===== config.mk =====
export PLATFORM = sky130hd
export DESIGN_NAME = matrix_multiply_engine_flat
export DESIGN_NICKNAME = d
export VERILOG_FILES = /design/src/hdl/mme_pkg.sv /design/src/hdl/mme_if.sv /design/src/hdl/mme_regs.sv /design/src/hdl/mme_mem.sv /design/src/hdl/mme_mac.sv /design/src/hdl/matrix_multiply_engine.sv /design/src/flat_wrapper.sv
export SDC_FILE = /design/constraint.sdc
export NUM_CORES = 2
export LEC_CHECK = 0
export ABC_AREA = 1
export CAP_MARGIN = 10
export CORE_MARGIN = 2
export CORE_UTILIZATION = 60
export CTS_BUF_LIST = sky130_fd_sc_hd__clkbuf_4
export CTS_CLUSTER_DIAMETER = 40
export DETAILED_ROUTE_END_ITERATION = 10
export DONT_BUFFER_PORTS = 1
export GPL_TIMING_DRIVEN = 1
export PLACE_DENSITY = 0.76
export RECOVER_POWER = 50
export SKIP_CTS_REPAIR_TIMING = 1
export SYNTH_ARGS = -nofsm -noshare
export SYNTH_HDL_FRONTEND = slang
export SYNTH_SLANG_ARGS = --single-unit
export TNS_END_PERCENT = 100

===== constraint.sdc =====
create_clock -name clk -period 15 [get_ports clk]
set_clock_uncertainty 0.15 [all_clocks]
set_input_delay 0.75 -clock clk [delete_from_list [all_inputs] [get_ports clk]]
set_output_delay 0.75 -clock clk [all_outputs]
set_load 0.005 [all_outputs]

===== src/hdl/mme_pkg.sv =====
// Shared types, sizes and a helper function of the matrix multiply engine.
// No dependencies; every other file depends on this package.
`timescale 1ns / 1ps
`default_nettype none

package mme_pkg;

  localparam int MAX_DIM    = 8;
  localparam int DATA_WIDTH = 16;
  localparam int FRAC_BITS  = 8;

  localparam int DIM_W  = 4;
  localparam int IDX_W  = (MAX_DIM > 1) ? $clog2(MAX_DIM) : 1;
  localparam int DEPTH  = MAX_DIM * MAX_DIM;
  localparam int ADDR_W = (DEPTH > 1) ? $clog2(DEPTH) : 1;
  localparam int CNT_W  = $clog2(2 * DEPTH + 1);
  localparam int PROD_W = 2 * DATA_WIDTH;
  localparam int ACC_W  = PROD_W + IDX_W;
  localparam int PADDR_W = 4;
  localparam int PDATA_W = 32;

  // Register indexes on the configuration port.
  localparam logic [1:0] REG_ROWS_M  = 2'd0;
  localparam logic [1:0] REG_INNER_K = 2'd1;
  localparam logic [1:0] REG_COLS_N  = 2'd2;

  typedef logic signed [DATA_WIDTH-1:0] data_t;

  // Effective dimensions, already clamped to 1..MAX_DIM.
  typedef struct packed {
    logic [DIM_W-1:0] m;
    logic [DIM_W-1:0] k;
    logic [DIM_W-1:0] n;
  } mme_dims_t;

  // Tag that travels with one store read through the MAC pipeline.
  typedef struct packed {
    logic vld;
    logic first;
    logic last;
  } mme_issue_t;

  function automatic logic [DIM_W-1:0] eff_dim(input logic [DIM_W-1:0] r);
    logic [DIM_W-1:0] v;
    if (r == '0) begin
      v = DIM_W'(1);
    end else if (r > DIM_W'(MAX_DIM)) begin
      v = DIM_W'(MAX_DIM);
    end else begin
      v = r;
    end
    return v;
  endfunction

endpackage

`default_nettype wire


===== src/hdl/mme_if.sv =====
// Valid/ready stream interfaces for the element input and the result output.
// Depends on mme_pkg for the data width.
`timescale 1ns / 1ps
`default_nettype none

interface mme_in_if;
  logic                 valid;
  logic                 ready;
  mme_pkg::data_t       element;

  modport source (output valid, output element, input ready);
  modport sink   (input valid, input element, output ready);
endinterface

interface mme_out_if;
  logic                       valid;
  logic                       ready;
  mme_pkg::data_t             product_element;
  logic [mme_pkg::IDX_W-1:0]  row_index;
  logic [mme_pkg::IDX_W-1:0]  col_index;
  logic                       last_of_matrix;

  modport source (output valid, output product_element, output row_index,
                  output col_index, output last_of_matrix, input ready);
  modport sink   (input valid, input product_element, input row_index,
                  input col_index, input last_of_matrix, output ready);
endinterface

`default_nettype wire


===== src/hdl/mme_regs.sv =====
// APB-style dimension registers and their clamped effective values.
// Depends on mme_pkg.
`timescale 1ns / 1ps
`default_nettype none

module mme_regs (
  input  wire logic                        clk,
  input  wire logic                        rst_n,
  input  wire logic                        psel,
  input  wire logic                        penable,
  input  wire logic                        pwrite,
  input  wire logic [mme_pkg::PADDR_W-1:0] paddr,
  input  wire logic [mme_pkg::PDATA_W-1:0] pwdata,
  output logic      [mme_pkg::PDATA_W-1:0] prdata,
  output logic                             pready,
  output mme_pkg::mme_dims_t               dims
);
  import mme_pkg::*;

  logic [DIM_W-1:0] rows_m_r, inner_k_r, cols_n_r;
  logic [1:0]       reg_idx;
  logic             wr_en;

  assign reg_idx = paddr[3:2];
  assign wr_en   = psel && penable && pwrite && pready;
  assign pready  = 1'b1;

  always_ff @(posedge clk) begin
    if (!rst_n) begin
      rows_m_r  <= DIM_W'(1);
      inner_k_r <= DIM_W'(1);
      cols_n_r  <= DIM_W'(1);
    end else if (wr_en) begin
      case (reg_idx)
        REG_ROWS_M:  rows_m_r  <= pwdata[DIM_W-1:0];
        REG_INNER_K: inner_k_r <= pwdata[DIM_W-1:0];
        REG_COLS_N:  cols_n_r  <= pwdata[DIM_W-1:0];
        default: ;
      endcase
    end
  end

  always_comb begin
    case (reg_idx)
      REG_ROWS_M:  prdata = {{(PDATA_W-DIM_W){1'b0}}, rows_m_r};
      REG_INNER_K: prdata = {{(PDATA_W-DIM_W){1'b0}}, inner_k_r};
      REG_COLS_N:  prdata = {{(PDATA_W-DIM_W){1'b0}}, cols_n_r};
      default:     prdata = '0;
    endcase
  end

  assign dims.m = eff_dim(rows_m_r);
  assign dims.k = eff_dim(inner_k_r);
  assign dims.n = eff_dim(cols_n_r);

endmodule

`default_nettype wire


===== src/hdl/mme_mem.sv =====
// Operand stores for A and B: one write port and one registered read port each.
// Depends on mme_pkg.
`timescale 1ns / 1ps
`default_nettype none

module mme_mem (
  input  wire logic                       clk,
  input  wire logic                       we_a,
  input  wire logic                       we_b,
  input  wire logic [mme_pkg::ADDR_W-1:0] waddr,
  input  wire mme_pkg::data_t             wdata,
  input  wire logic                       re,
  input  wire logic [mme_pkg::ADDR_W-1:0] raddr_a,
  input  wire logic [mme_pkg::ADDR_W-1:0] raddr_b,
  output mme_pkg::data_t                  rdata_a,
  output mme_pkg::data_t                  rdata_b
);
  import mme_pkg::*;

  data_t a_mem [DEPTH];
  data_t b_mem [DEPTH];

  // Loading and computing never overlap, so a read never meets a write
  // to the same entry and no bypass is needed.
  always_ff @(posedge clk) begin
    if (we_a) begin
      a_mem[waddr] <= wdata;
    end
    if (we_b) begin
      b_mem[waddr] <= wdata;
    end
  end

  always_ff @(posedge clk) begin
    if (re) begin
      rdata_a <= a_mem[raddr_a];
      rdata_b <= b_mem[raddr_b];
    end
  end

endmodule

`default_nettype wire


===== src/hdl/mme_mac.sv =====
// Multiply-accumulate pipeline with round-half-up and saturation of the sum.
// Depends on mme_pkg; operands come from the registered read port of mme_mem, in the cycle after the read.
`timescale 1ns / 1ps
`default_nettype none

module mme_mac (
  input  wire logic               clk,
  input  wire logic               rst_n,
  input  wire mme_pkg::mme_issue_t issue,
  input  wire mme_pkg::data_t     rdata_a,
  input  wire mme_pkg::data_t     rdata_b,
  input  wire logic               take,
  output logic                    done,
  output mme_pkg::data_t          result
);
  import mme_pkg::*;

  localparam logic signed [ACC_W:0] HALF =
    (FRAC_BITS > 0) ? ((ACC_W+1)'(1) << ((FRAC_BITS > 0) ? FRAC_BITS - 1 : 0)) : '0;
  localparam logic signed [ACC_W:0] MAXV = (ACC_W+1)'((2 ** (DATA_WIDTH - 1)) - 1);
  localparam logic signed [ACC_W:0] MINV = -(ACC_W+1)'(2 ** (DATA_WIDTH - 1));

  mme_issue_t                s1_r, s2_r;
  logic signed [PROD_W-1:0]  prod_r;
  logic signed [ACC_W-1:0]   acc_r;
  logic                      done_r;
  logic signed [ACC_W:0]     rounded;
  logic signed [ACC_W:0]     shifted;

  always_ff @(posedge clk) begin
    if (!rst_n) begin
      s1_r   <= '0;
      s2_r   <= '0;
      done_r <= 1'b0;
    end else begin
      s1_r <= issue;
      s2_r <= s1_r;
      if (s2_r.vld && s2_r.last) begin
        done_r <= 1'b1;
      end else if (take) begin
        done_r <= 1'b0;
      end
    end
  end

  always_ff @(posedge clk) begin
    if (s1_r.vld) begin
      prod_r <= rdata_a * rdata_b;
    end
    if (s2_r.vld) begin
      if (s2_r.first) begin
        acc_r <= ACC_W'(prod_r);
      end else begin
        acc_r <= acc_r + ACC_W'(prod_r);
      end
    end
  end

  always_comb begin
    rounded = {acc_r[ACC_W-1], acc_r} + HALF;
    shifted = rounded >>> FRAC_BITS;
    if (shifted > MAXV) begin
      result = MAXV[DATA_WIDTH-1:0];
    end else if (shifted < MINV) begin
      result = MINV[DATA_WIDTH-1:0];
    end else begin
      result = shifted[DATA_WIDTH-1:0];
    end
  end

  assign done = done_r;

endmodule

`default_nettype wire


===== src/hdl/matrix_multiply_engine.sv =====
// Top level of the matrix multiply engine: load sequencer, result sequencer,
// output register. Depends on mme_pkg, mme_if, mme_regs, mme_mem and mme_mac.
`timescale 1ns / 1ps
`default_nettype none

// Elements stream in one per cycle, A row-major then B row-major, each
// written straight into its operand store; ready is high throughout loading.
// The request that carries the last element of B starts the computation,
// during which no element is taken. Each of the M*N results then passes
// through K reads of the two stores, feeding the single multiply-accumulate
// unit, then the multiplier, the accumulator and the hand-off to the output
// register; the hand-off waits while a full output register waits for the
// receiver. Results leave row-major through an output register; the last one
// is flagged, and loading of a new A resumes as soon as that last result
// sits in the output register. Dimensions of 0 act as 1 and values above 8
// act as 8. There is no clearing pass after reset.

module matrix_multiply_engine (
  input  wire logic                        clk,
  input  wire logic                        rst_n,
  mme_in_if.sink                           in_ch,
  mme_out_if.source                        out_ch,
  input  wire logic                        psel,
  input  wire logic                        penable,
  input  wire logic                        pwrite,
  input  wire logic [mme_pkg::PADDR_W-1:0] paddr,
  input  wire logic [mme_pkg::PDATA_W-1:0] pwdata,
  output logic      [mme_pkg::PDATA_W-1:0] prdata,
  output logic                             pready
);
  import mme_pkg::*;

  localparam logic [1:0] ST_LOAD = 2'd0;
  localparam logic [1:0] ST_RUN  = 2'd1;
  localparam logic [1:0] ST_WAIT = 2'd2;

  mme_dims_t          dims;
  logic [1:0]         state_r, state_nxt;
  logic [CNT_W-1:0]   load_cnt_r, load_cnt_nxt;
  logic [IDX_W-1:0]   i_r, i_nxt, j_r, j_nxt, l_r, l_nxt;

  logic [CNT_W-1:0]   asize, total, cnt_base, cnt_inc, b_off;
  logic               in_acc;
  logic               we_a, we_b;
  logic [ADDR_W-1:0]  waddr;

  logic [CNT_W-1:0]   a_lin, b_lin;
  logic               l_last, elem_last;
  mme_issue_t         issue;
  data_t              rdata_a, rdata_b, mac_result;
  logic               mac_done, take;

  logic               out_valid_r, out_valid_nxt;
  data_t              out_data_r;
  logic [IDX_W-1:0]   out_row_r, out_col_r;
  logic               out_last_r;

  mme_regs u_regs (
    .clk     (clk),
    .rst_n   (rst_n),
    .psel    (psel),
    .penable (penable),
    .pwrite  (pwrite),
    .paddr   (paddr),
    .pwdata  (pwdata),
    .prdata  (prdata),
    .pready  (pready),
    .dims    (dims)
  );

  // Load side: a stale count at or beyond the current total restarts at A.
  always_comb begin
    asize    = CNT_W'(dims.m) * CNT_W'(dims.k);
    total    = asize + CNT_W'(dims.k) * CNT_W'(dims.n);
    cnt_base = (load_cnt_r >= total) ? '0 : load_cnt_r;
    cnt_inc  = cnt_base + CNT_W'(1);
    b_off    = cnt_base - asize;
    in_acc   = in_ch.valid && in_ch.ready;
    we_a     = in_acc && (cnt_base < asize);
    we_b     = in_acc && (cnt_base >= asize);
    waddr    = (cnt_base < asize) ? cnt_base[ADDR_W-1:0] : b_off[ADDR_W-1:0];
  end

  assign in_ch.ready = (state_r == ST_LOAD);

  // Compute side: one store read per cycle in ST_RUN; one result at a time.
  always_comb begin
    a_lin     = CNT_W'(i_r) * CNT_W'(dims.k) + CNT_W'(l_r);
    b_lin     = CNT_W'(l_r) * CNT_W'(dims.n) + CNT_W'(j_r);
    l_last    = (DIM_W'(l_r) == dims.k - DIM_W'(1));
    elem_last = (DIM_W'(i_r) == dims.m - DIM_W'(1)) &&
                (DIM_W'(j_r) == dims.n - DIM_W'(1));
    issue.vld   = (state_r == ST_RUN);
    issue.first = (l_r == '0);
    issue.last  = l_last;
    take        = (state_r == ST_WAIT) && mac_done && (!out_valid_r || out_ch.ready);
  end

  mme_mem u_mem (
    .clk     (clk),
    .we_a    (we_a),
    .we_b    (we_b),
    .waddr   (waddr),
    .wdata   (in_ch.element),
    .re      (issue.vld),
    .raddr_a (a_lin[ADDR_W-1:0]),
    .raddr_b (b_lin[ADDR_W-1:0]),
    .rdata_a (rdata_a),
    .rdata_b (rdata_b)
  );

  mme_mac u_mac (
    .clk     (clk),
    .rst_n   (rst_n),
    .issue   (issue),
    .rdata_a (rdata_a),
    .rdata_b (rdata_b),
    .take    (take),
    .done    (mac_done),
    .result  (mac_result)
  );

  always_comb begin
    state_nxt    = state_r;
    load_cnt_nxt = load_cnt_r;
    i_nxt        = i_r;
    j_nxt        = j_r;
    l_nxt        = l_r;
    case (state_r)
      ST_LOAD: begin
        if (in_acc) begin
          if (cnt_inc == total) begin
            load_cnt_nxt = '0;
            i_nxt        = '0;
            j_nxt        = '0;
            l_nxt        = '0;
            state_nxt    = ST_RUN;
          end else begin
            load_cnt_nxt = cnt_inc;
          end
        end
      end
      ST_RUN: begin
        if (l_last) begin
          l_nxt     = '0;
          state_nxt = ST_WAIT;
        end else begin
          l_nxt = l_r + IDX_W'(1);
        end
      end
      ST_WAIT: begin
        if (take) begin
          if (elem_last) begin
            state_nxt = ST_LOAD;
          end else begin
            state_nxt = ST_RUN;
            if (DIM_W'(j_r) == dims.n - DIM_W'(1)) begin
              j_nxt = '0;
              i_nxt = i_r + IDX_W'(1);
            end else begin
              j_nxt = j_r + IDX_W'(1);
            end
          end
        end
      end
      default: state_nxt = ST_LOAD;
    endcase
  end

  always_ff @(posedge clk) begin
    if (!rst_n) begin
      state_r    <= ST_LOAD;
      load_cnt_r <= '0;
      i_r        <= '0;
      j_r        <= '0;
      l_r        <= '0;
    end else begin
      state_r    <= state_nxt;
      load_cnt_r <= load_cnt_nxt;
      i_r        <= i_nxt;
      j_r        <= j_nxt;
      l_r        <= l_nxt;
    end
  end

  // Output register.
  always_comb begin
    if (take) begin
      out_valid_nxt = 1'b1;
    end else if (out_ch.ready) begin
      out_valid_nxt = 1'b0;
    end else begin
      out_valid_nxt = out_valid_r;
    end
  end

  always_ff @(posedge clk) begin
    if (!rst_n) begin
      out_valid_r <= 1'b0;
    end else begin
      out_valid_r <= out_valid_nxt;
    end
  end

  always_ff @(posedge clk) begin
    if (take) begin
      out_data_r <= mac_result;
      out_row_r  <= i_r;
      out_col_r  <= j_r;
      out_last_r <= elem_last;
    end
  end

  assign out_ch.valid           = out_valid_r;
  assign out_ch.product_element = out_data_r;
  assign out_ch.row_index       = out_row_r;
  assign out_ch.col_index       = out_col_r;
  assign out_ch.last_of_matrix  = out_last_r;

`ifndef SYNTHESIS
  // The stores are never written while they are being read.
  assert property (@(posedge clk) disable iff (!rst_n) !((we_a || we_b) && issue.vld))
    else $error("store write during compute read");

  // A finished sum never waits while new reads are still being issued.
  assert property (@(posedge clk) disable iff (!rst_n) (state_r == ST_RUN) |-> !mac_done)
    else $error("accumulator overwritten before hand-off");

  // A result handed over lands in the output register in the next cycle.
  assert property (@(posedge clk) disable iff (!rst_n) take |=> out_valid_r)
    else $error("result lost at hand-off");

  // The last element of a matrix returns the block to loading.
  assert property (@(posedge clk) disable iff (!rst_n)
                   (take && elem_last) |=> (state_r == ST_LOAD && out_last_r))
    else $error("end of matrix not handled");
`endif

endmodule

`default_nettype wire

===== src/flat_wrapper.sv =====
// flat-port wrapper written by rule: the top's interface ports become plain ports
module matrix_multiply_engine_flat import mme_pkg::*;
  (clk, rst_n, psel, penable, pwrite, paddr, pwdata, prdata, pready, in_ch_valid, in_ch_element, in_ch_ready, out_ch_valid, out_ch_product_element, out_ch_row_index, out_ch_col_index, out_ch_last_of_matrix, out_ch_ready);
  mme_in_if in_ch_i ();
  mme_out_if out_ch_i ();
  input  wire logic clk;
  input  wire logic rst_n;
  input  wire logic psel;
  input  wire logic penable;
  input  wire logic pwrite;
  input  wire logic [mme_pkg::PADDR_W-1:0] paddr;
  input  wire logic [mme_pkg::PDATA_W-1:0] pwdata;
  output logic      [mme_pkg::PDATA_W-1:0] prdata;
  output logic pready;
  input wire logic [$bits(in_ch_i.valid)-1:0] in_ch_valid;
  input wire logic [$bits(in_ch_i.element)-1:0] in_ch_element;
  output wire logic [$bits(in_ch_i.ready)-1:0] in_ch_ready;
  output wire logic [$bits(out_ch_i.valid)-1:0] out_ch_valid;
  output wire logic [$bits(out_ch_i.product_element)-1:0] out_ch_product_element;
  output wire logic [$bits(out_ch_i.row_index)-1:0] out_ch_row_index;
  output wire logic [$bits(out_ch_i.col_index)-1:0] out_ch_col_index;
  output wire logic [$bits(out_ch_i.last_of_matrix)-1:0] out_ch_last_of_matrix;
  input wire logic [$bits(out_ch_i.ready)-1:0] out_ch_ready;
  assign in_ch_i.valid = in_ch_valid;
  assign in_ch_i.element = in_ch_element;
  assign in_ch_ready = in_ch_i.ready;
  assign out_ch_valid = out_ch_i.valid;
  assign out_ch_product_element = out_ch_i.product_element;
  assign out_ch_row_index = out_ch_i.row_index;
  assign out_ch_col_index = out_ch_i.col_index;
  assign out_ch_last_of_matrix = out_ch_i.last_of_matrix;
  assign out_ch_i.ready = out_ch_ready;
  matrix_multiply_engine u_core (.clk(clk), .rst_n(rst_n), .in_ch(in_ch_i), .out_ch(out_ch_i), .psel(psel), .penable(penable), .pwrite(pwrite), .paddr(paddr), .pwdata(pwdata), .prdata(prdata), .pready(pready));
endmodule

Word level (Yosys, flattened, before mapping)
Memory sizes are Yosys's and may differ from the RTL's. A register that Yosys moved wholly into a read port is not among the register bits.
Index checks and enable logic that the tools add are counted.
{"block": "classes", "n_addsub": 13, "n_mul": 5, "n_div": 0, "magnitude_cmp": 8, "eq_ne": 14, "shift": 0, "n_mux": 38, "bitwise": 0, "reduce_logical": 29}
{"cell": "35-bit by 9-bit adder with 36-bit output, second input constant", "n": 1}
{"cell": "35-bit by 32-bit adder with 35-bit output", "n": 1}
{"cell": "35-bit two-way mux", "n": 1}
{"cell": "16-bit by 16-bit multiplier with 32-bit output", "n": 1}
{"cell": "28-bit by 16-bit greater-than comparator with 1-bit output, second input constant", "n": 1}
{"cell": "28-bit by 16-bit less-than comparator with 1-bit output, second input constant", "n": 1}
{"cell": "3-bit two-way mux", "n": 9}
{"cell": "4-bit two-way mux", "n": 6}
{"cell": "3-bit one-hot mux with 2 select lines", "n": 3}
{"cell": "8-bit >= comparator", "n": 2}
{"cell": "4-bit by 4-bit multiplier with 8-bit output", "n": 2}
{"cell": "16-bit two-way mux", "n": 1}
{"cell": "8-bit two-way mux", "n": 2}
{"cell": "6-bit by 3-bit adder with 6-bit output", "n": 2}
{"cell": "3-bit by 4-bit equality test with 1-bit output", "n": 3}
{"cell": "4-bit greater-than comparator, second input constant", "n": 3}
{"cell": "4-bit logical NOT", "n": 3}
{"cell": "3-bit by 4-bit multiplier with 6-bit output", "n": 2}
{"cell": "4-bit one-hot mux with 3 select lines", "n": 1}
{"cell": "4-bit by 1-bit subtractor with 4-bit output, second input constant", "n": 3}
{"cell": "3-bit by 1-bit adder with 3-bit output, second input constant", "n": 3}
{"cell": "1-bit logical AND", "n": 9}
{"cell": "1-bit two-way mux", "n": 9}
{"cell": "8-bit by 1-bit adder with 8-bit output, second input constant", "n": 1}
{"cell": "other kinds (21)", "n": 37}
{"block": "word_totals", "ff_bits": 129, "latch_bits": 0, "mem_bits_rw": 2048, "rom_bits": 0, "inputBits": 59, "out_inout_bits": 58, "word_cells": 131, "mem_count": 2}
{"memory": "u_core.u_mem.a_mem", "words": 64, "width": 16, "read_ports": 1, "rd_ports_with_merged_regs": 1, "write_ports": 1, "line_no": "mme_mem.sv:20", "source": "data_t a_mem [DEPTH];"}
{"memory": "u_core.u_mem.b_mem", "words": 64, "width": 16, "read_ports": 1, "rd_ports_with_merged_regs": 1, "write_ports": 1, "line_no": "mme_mem.sv:21", "source": "data_t b_mem [DEPTH];"}

Depth between registers and ports, before layout
{"block": "depth", "ltp_word": 12, "mapped_depth": 45}

Hierarchy
A second synthesis with hierarchy kept.
{"block": "unflattened", "cells_unflattened": 10069, "area_unflattened_um2": 106842.5}
{"mod": "mme_mem", "instances": 1, "cells_per_inst": 7043, "area_each_um2": 84593.6, "seq_area_each_um2": 62459.9}
{"mod": "mme_mac", "instances": 1, "cells_per_inst": 2223, "area_each_um2": 16407.0, "seq_area_each_um2": 2152.1}
{"mod": "matrix_multiply_engine", "instances": 1, "cells_per_inst": 661, "area_each_um2": 4932.2, "seq_area_each_um2": 1091.0}
{"mod": "mme_regs", "instances": 1, "cells_per_inst": 142, "area_each_um2": 909.6, "seq_area_each_um2": 240.2}

Worst setup path before layout
OpenSTA, ideal clock, no wires.
{"block": "synth_timing", "path_kind": "register to register", "startpoint": "register u_core.u_regs.inner_k_r[3]", "endpoint": "memory u_core.u_mem.a_mem[17][0] in the netlist's numbering (enable)", "setup_ps": 388, "arrival_ps": 7532, "required_ps": 14462, "setup_slack_ps": 6930, "path_stages_with_launch": 35, "synth_period_minus_slack_ps": 8070, "cell_sequence": "dfxtp_1 clkbuf_1 nor2_1 nand3_1 fa_1 inv_1 fa_1 fa_1 nand3_1 nand2_1 xnor2_1 fa_1 inv_1 ha_1 a21oi_1 nand3_1 nand2_1 nand2_1 xnor2_1 ha_1 a21oi_2 inv_2 nor2_4 nand3_2 ha_1 fa_1 o21ai_1 nand2_1 o2111ai_2 inv_2 o21ai_1 inv_2 nor2_1 nand2_1 nor2_1"}
{"block": "synth_between", "elab_chain_len": 11}
{"item": "from (decl)", "line_no": "mme_regs.sv:20", "source": "logic [DIM_W-1:0] rows_m_r, inner_k_r, cols_n_r;"}
{"item": "from (signal assigned)", "line_no": "mme_regs.sv:36", "source": "REG_INNER_K: inner_k_r <= pwdata[DIM_W-1:0];"}
{"item": "4-bit greater-than comparator", "line_no": "mme_pkg.sv:47", "source": "end else if (r > DIM_W'(MAX_DIM)) begin"}
{"item": "4-bit two-way mux", "line_no": "mme_pkg.sv:47"}
{"item": "4-bit two-way mux *", "line_no": "mme_pkg.sv:45", "source": "if (r == '0) begin"}
{"item": "4-bit by 4-bit multiplier with 8-bit output (on tied branches)", "line_no": "matrix_multiply_engine.sv:73, matrix_multiply_engine.sv:74"}
{"item": "8-bit adder", "line_no": "matrix_multiply_engine.sv:74", "source": "total = asize + CNT_W'(dims.k) * CNT_W'(dims.n);"}
{"item": "8-bit >= comparator", "line_no": "matrix_multiply_engine.sv:75", "source": "cnt_base = (load_cnt_r >= total) ? '0 : load_cnt_r;"}
{"item": "8-bit two-way mux", "line_no": "matrix_multiply_engine.sv:75"}
{"item": "8-bit less-than comparator", "line_no": "matrix_multiply_engine.sv:79, matrix_multiply_engine.sv:81"}
{"item": "1-bit logical AND", "line_no": "matrix_multiply_engine.sv:79", "source": "we_a = in_acc && (cnt_base < asize);"}
{"item": "1-bit two-way mux", "line_no": "mme_mem.sv:26", "source": "if (we_a) begin"}
{"item": "1-bit two-way mux (implied by the code)", "line_no": "mme_mem.sv:27", "source": "a_mem[waddr] <= wdata;"}
{"item": "to (decl)", "line_no": "mme_mem.sv:20"}
Every way passes the cells marked *; elsewhere a longest branch is shown, timed or not.

Final worst setup path
{"block": "layout_timing", "startpoint": "register u_core.u_regs.inner_k_r[3]", "endpoint": "memory u_core.u_mem.a_mem[34][5] in the netlist's numbering (enable)"}
Same word-level chain as after synthesis.

==> impl_metrics.toml <==
[worst_setup_path]
path_class = "reg -> reg"
cp_slowest_stage_delay_ps = 910
crit_path_top_delay_cell = "nor2_2"
worstPathRequired_ps = 15780
end_kind = "register"
arrival_ps = 11140
worstPathMaxFanout = 16
start_kind = "register"
crit_buf_inv = 4
path_delay_family = "simple AND/OR/NAND/NOR gates"

[clocking]
path_clk_slew_ps = 70
cts_tree = "yes"
htree_num_levels = 6
clock_latency_ps = 1360
cts-root-buf = "clkbuf_4"
clk_path_buf_depth = 4
clock-sinks = 2209
numCtsBuffers = 568

[placed_design]
gp_congestion = 0.9263
dp_hpwl_mm = 152.9
postPlaceCellArea_um2 = 106500
post-place-ws_ps = 4939
portBuffers = 0

[yosys]
syn_inst = 8389
ys.flop_type = "edfxtp_1"
ys_seq_area_share_pct = 63.37
yosys-top-cells-area = "edfxtp_1 (63%), fa_1 (5.5%), mux2i_1 (4.9%)"
yosys.cell_types.count = 57
syn_avg_cell_area_um2 = 12.40
synth_area_um2 = 104100
synth-edff-count = 2170
synth-seq-cells = 2209
yosysWarnings = 0
synth_top_area_share_pct = 62.62
synth_area_leader_cell = "edfxtp_1"
async_flop_share_pct = 0

[timing]
setup_tns_ps = 0
tightest_slew_ps = 7558
setup_violations = 0
drv_slew = 2239
timing.final.crit_share_pct = 69.10
fmax_mhz = 96.48
setup_slack_ps = 4635
slew_headroom_pct = -403.9
hold_viol_final = 0
rsz0062_at_grt = "no"
min_period_ps = 10360

[global_routing]
overflow = 0
grt_max_degree = 197
grt.total_usage_pct = 29.25
grt_pass1_vias = 66140
grt_pass1_wl_mm = 388.6
antenna_found_initial = 8

[run_status]
violations = "max-capacitance violations, max-slew violations"
status = "complete, but fails checks"

[drt]
dr.first_iter.drc_count = 8195
drt_pass1_iterations = 6
vias = 67990
drc = 0
antenna_left = 0
wire_per_inst_um = 22.83
vias_per_cell = 5.981
wirelength_mm = 259.5

[cells_and_area]
fin_nets = 9235
fin_area_um2 = 113600
area.growth.synth_to_final_pct = 9.157
drive_gt1_share_pct = 12.48

[floorplanning]
dieWidth_um = 420.5
io_pins = 117
die-area_um2 = 176800
core.rowCount = 152
die_h_um = 420.5
start_util_pct = 60.53
coreArea_um2 = 171900

[hold_path]
min_path_type = "in -> reg"

[run]
cap_viol_max_count = 21
==> cells by family (layout without fill, tap and decap cells) <==
kind of cell / count (synthesis) / count (layout) / synth area share [%]
xor+xnor: 93 / 93 / 0.7827
buf+inv: 1626 / 2260 / 6.043
fa+ha+maj: 472 / 472 / 7.731
compound gates: 1900 / 1900 / 10.55
simple gates: 1575 / 1575 / 6.591
mux: 512 / 512 / 4.925
other cells: 2 / 37 / 0.007217
flops: 2209 / 2209 / 63.37
==> layer usage <==
metal / wire [µm] / global-route usage [%]
met1: 101300 / 39.65
met2: 121500 / 45.48
met3: 25940 / 6.531
met4: 10760 / 13.35
met5: 33 / 0
==> cell usage after synthesis, types with 3 or more instances <==
| cell | n |
|---|---|
| o21bai_1 | 5 |
| o21a_1 | 5 |
| mux2i_1 | 512 |
| a21boi_0 | 3 |
| buf_1 | 40 |
| nand3b_1 | 7 |
| nand2_2 | 14 |
| buf_4 | 29 |
| nand4_1 | 27 |
| dfxtp_1 | 39 |
| o2111ai_1 | 4 |
| a21oi_1 | 634 |
| inv_1 | 1119 |
| xor2_1 | 56 |
| nor2_1 | 307 |
| o211ai_1 | 519 |
| a31oi_1 | 15 |
| o21ai_1 | 6 |
| nand2_1 | 716 |
| or2_2 | 39 |
| fa_1 | 285 |
| nand3_1 | 416 |
| o21ai_0 | 687 |
| edfxtp_1 | 2170 |
| xnor2_1 | 37 |
| ha_1 | 187 |
| nor2_2 | 13 |
| nor3_1 | 11 |
| o221ai_1 | 7 |
| inv_2 | 16 |
| buf_2 | 49 |
| o31ai_1 | 3 |
| nand3_2 | 3 |
| nor2_4 | 4 |
| clkbuf_1 | 369 |
| nor4_1 | 6 |
==> tightest hold or removal path: cells and delay by family <==
kind,cells,cell delay [ps]
simple gates,2,160
buf+inv,1,600
==> registers in the layout, indices dropped and copies added, names as in the netlist, 4 cells and up <==
name / flops
u_core.load_cnt_r: 8
u_core.out_ch.product_element: 16
u_core.u_mac.acc_r: 35
u_core.u_mac.prod_r: 32
u_core.u_mem.a_mem: 1024
u_core.u_mem.b_mem: 1024
u_core.u_mem.rdata_a: 16
u_core.u_mem.rdata_b: 16
u_core.u_regs.cols_n_r: 4
u_core.u_regs.inner_k_r: 4
u_core.u_regs.rows_m_r: 4
==> final timing paths <==
| path | startpoint | to | slack, ps | cells past startpoint |
|---|---|---|---|---|
| max | u_core.u_regs.inner_k_r[3] | u_core.u_mem.a_mem[34][5] | 4640 | 34 |
| min | pwdata[2] | u_core.u_regs.rows_m_r[2] | 40 | 3 |
| max reg2reg | u_core.u_regs.inner_k_r[3] | u_core.u_mem.a_mem[34][5] | 4640 | 34 |
| min reg2reg | u_core.u_mac.s1_r[1] | u_core.u_mac.s2_r[1] | 260 | 2 |
==> per-stage QoR <==
stage | std cells | hold WS [ps] | util, %
final | 11370 | 39.94 | 66.07
after global routing | 11370 | 8.316 | 66.07
after CTS | 11310 | -797.9 | 65.82
after detailed placement | 10390 | 250.4 | 61.93
after global placement | 10390 | 246.4 | 61.93
after floorplan | 8416 | 240.5 | -
==> final cells by class <==
| type | instances | area, µm² |
|---|---|---|
| Sequential cell | 2209 | 65940 |
| Fill cell | 12470 | 58330 |
| Multi-Input combinational cell | 4581 | 32130 |
| Clock buffer | 788 | 5916 |
| Inverter | 1137 | 4283 |
| Tap cell | 2310 | 2890 |
| Timing Repair Buffer | 207 | 1635 |
| Clock inverter | 128 | 777.0 |
| Antenna cell | 8 | 20.02 |
==> layout by cell type, fill, tap and decap left out, drive strengths merged, types with 13 or more instances in the layout <==
cell / n
a31oi: 15
dlygate4sd3: 36
fa: 285
ha: 187
o211ai: 519
nand3: 419
nand4: 30
edfxtp: 2170
clkinv: 100
o21ai: 693
nor2: 324
mux2i: 512
nand2: 731
inv: 1152
nor3: 13
or2: 39
conb: 29
clkbuf: 808
xor2: 56
dfxtp: 39
buf: 151
xnor2: 37
a21oi: 637
Power is not shown: default switching activity piles up to over one toggle a cycle in this logic, so the estimate is an artifact.
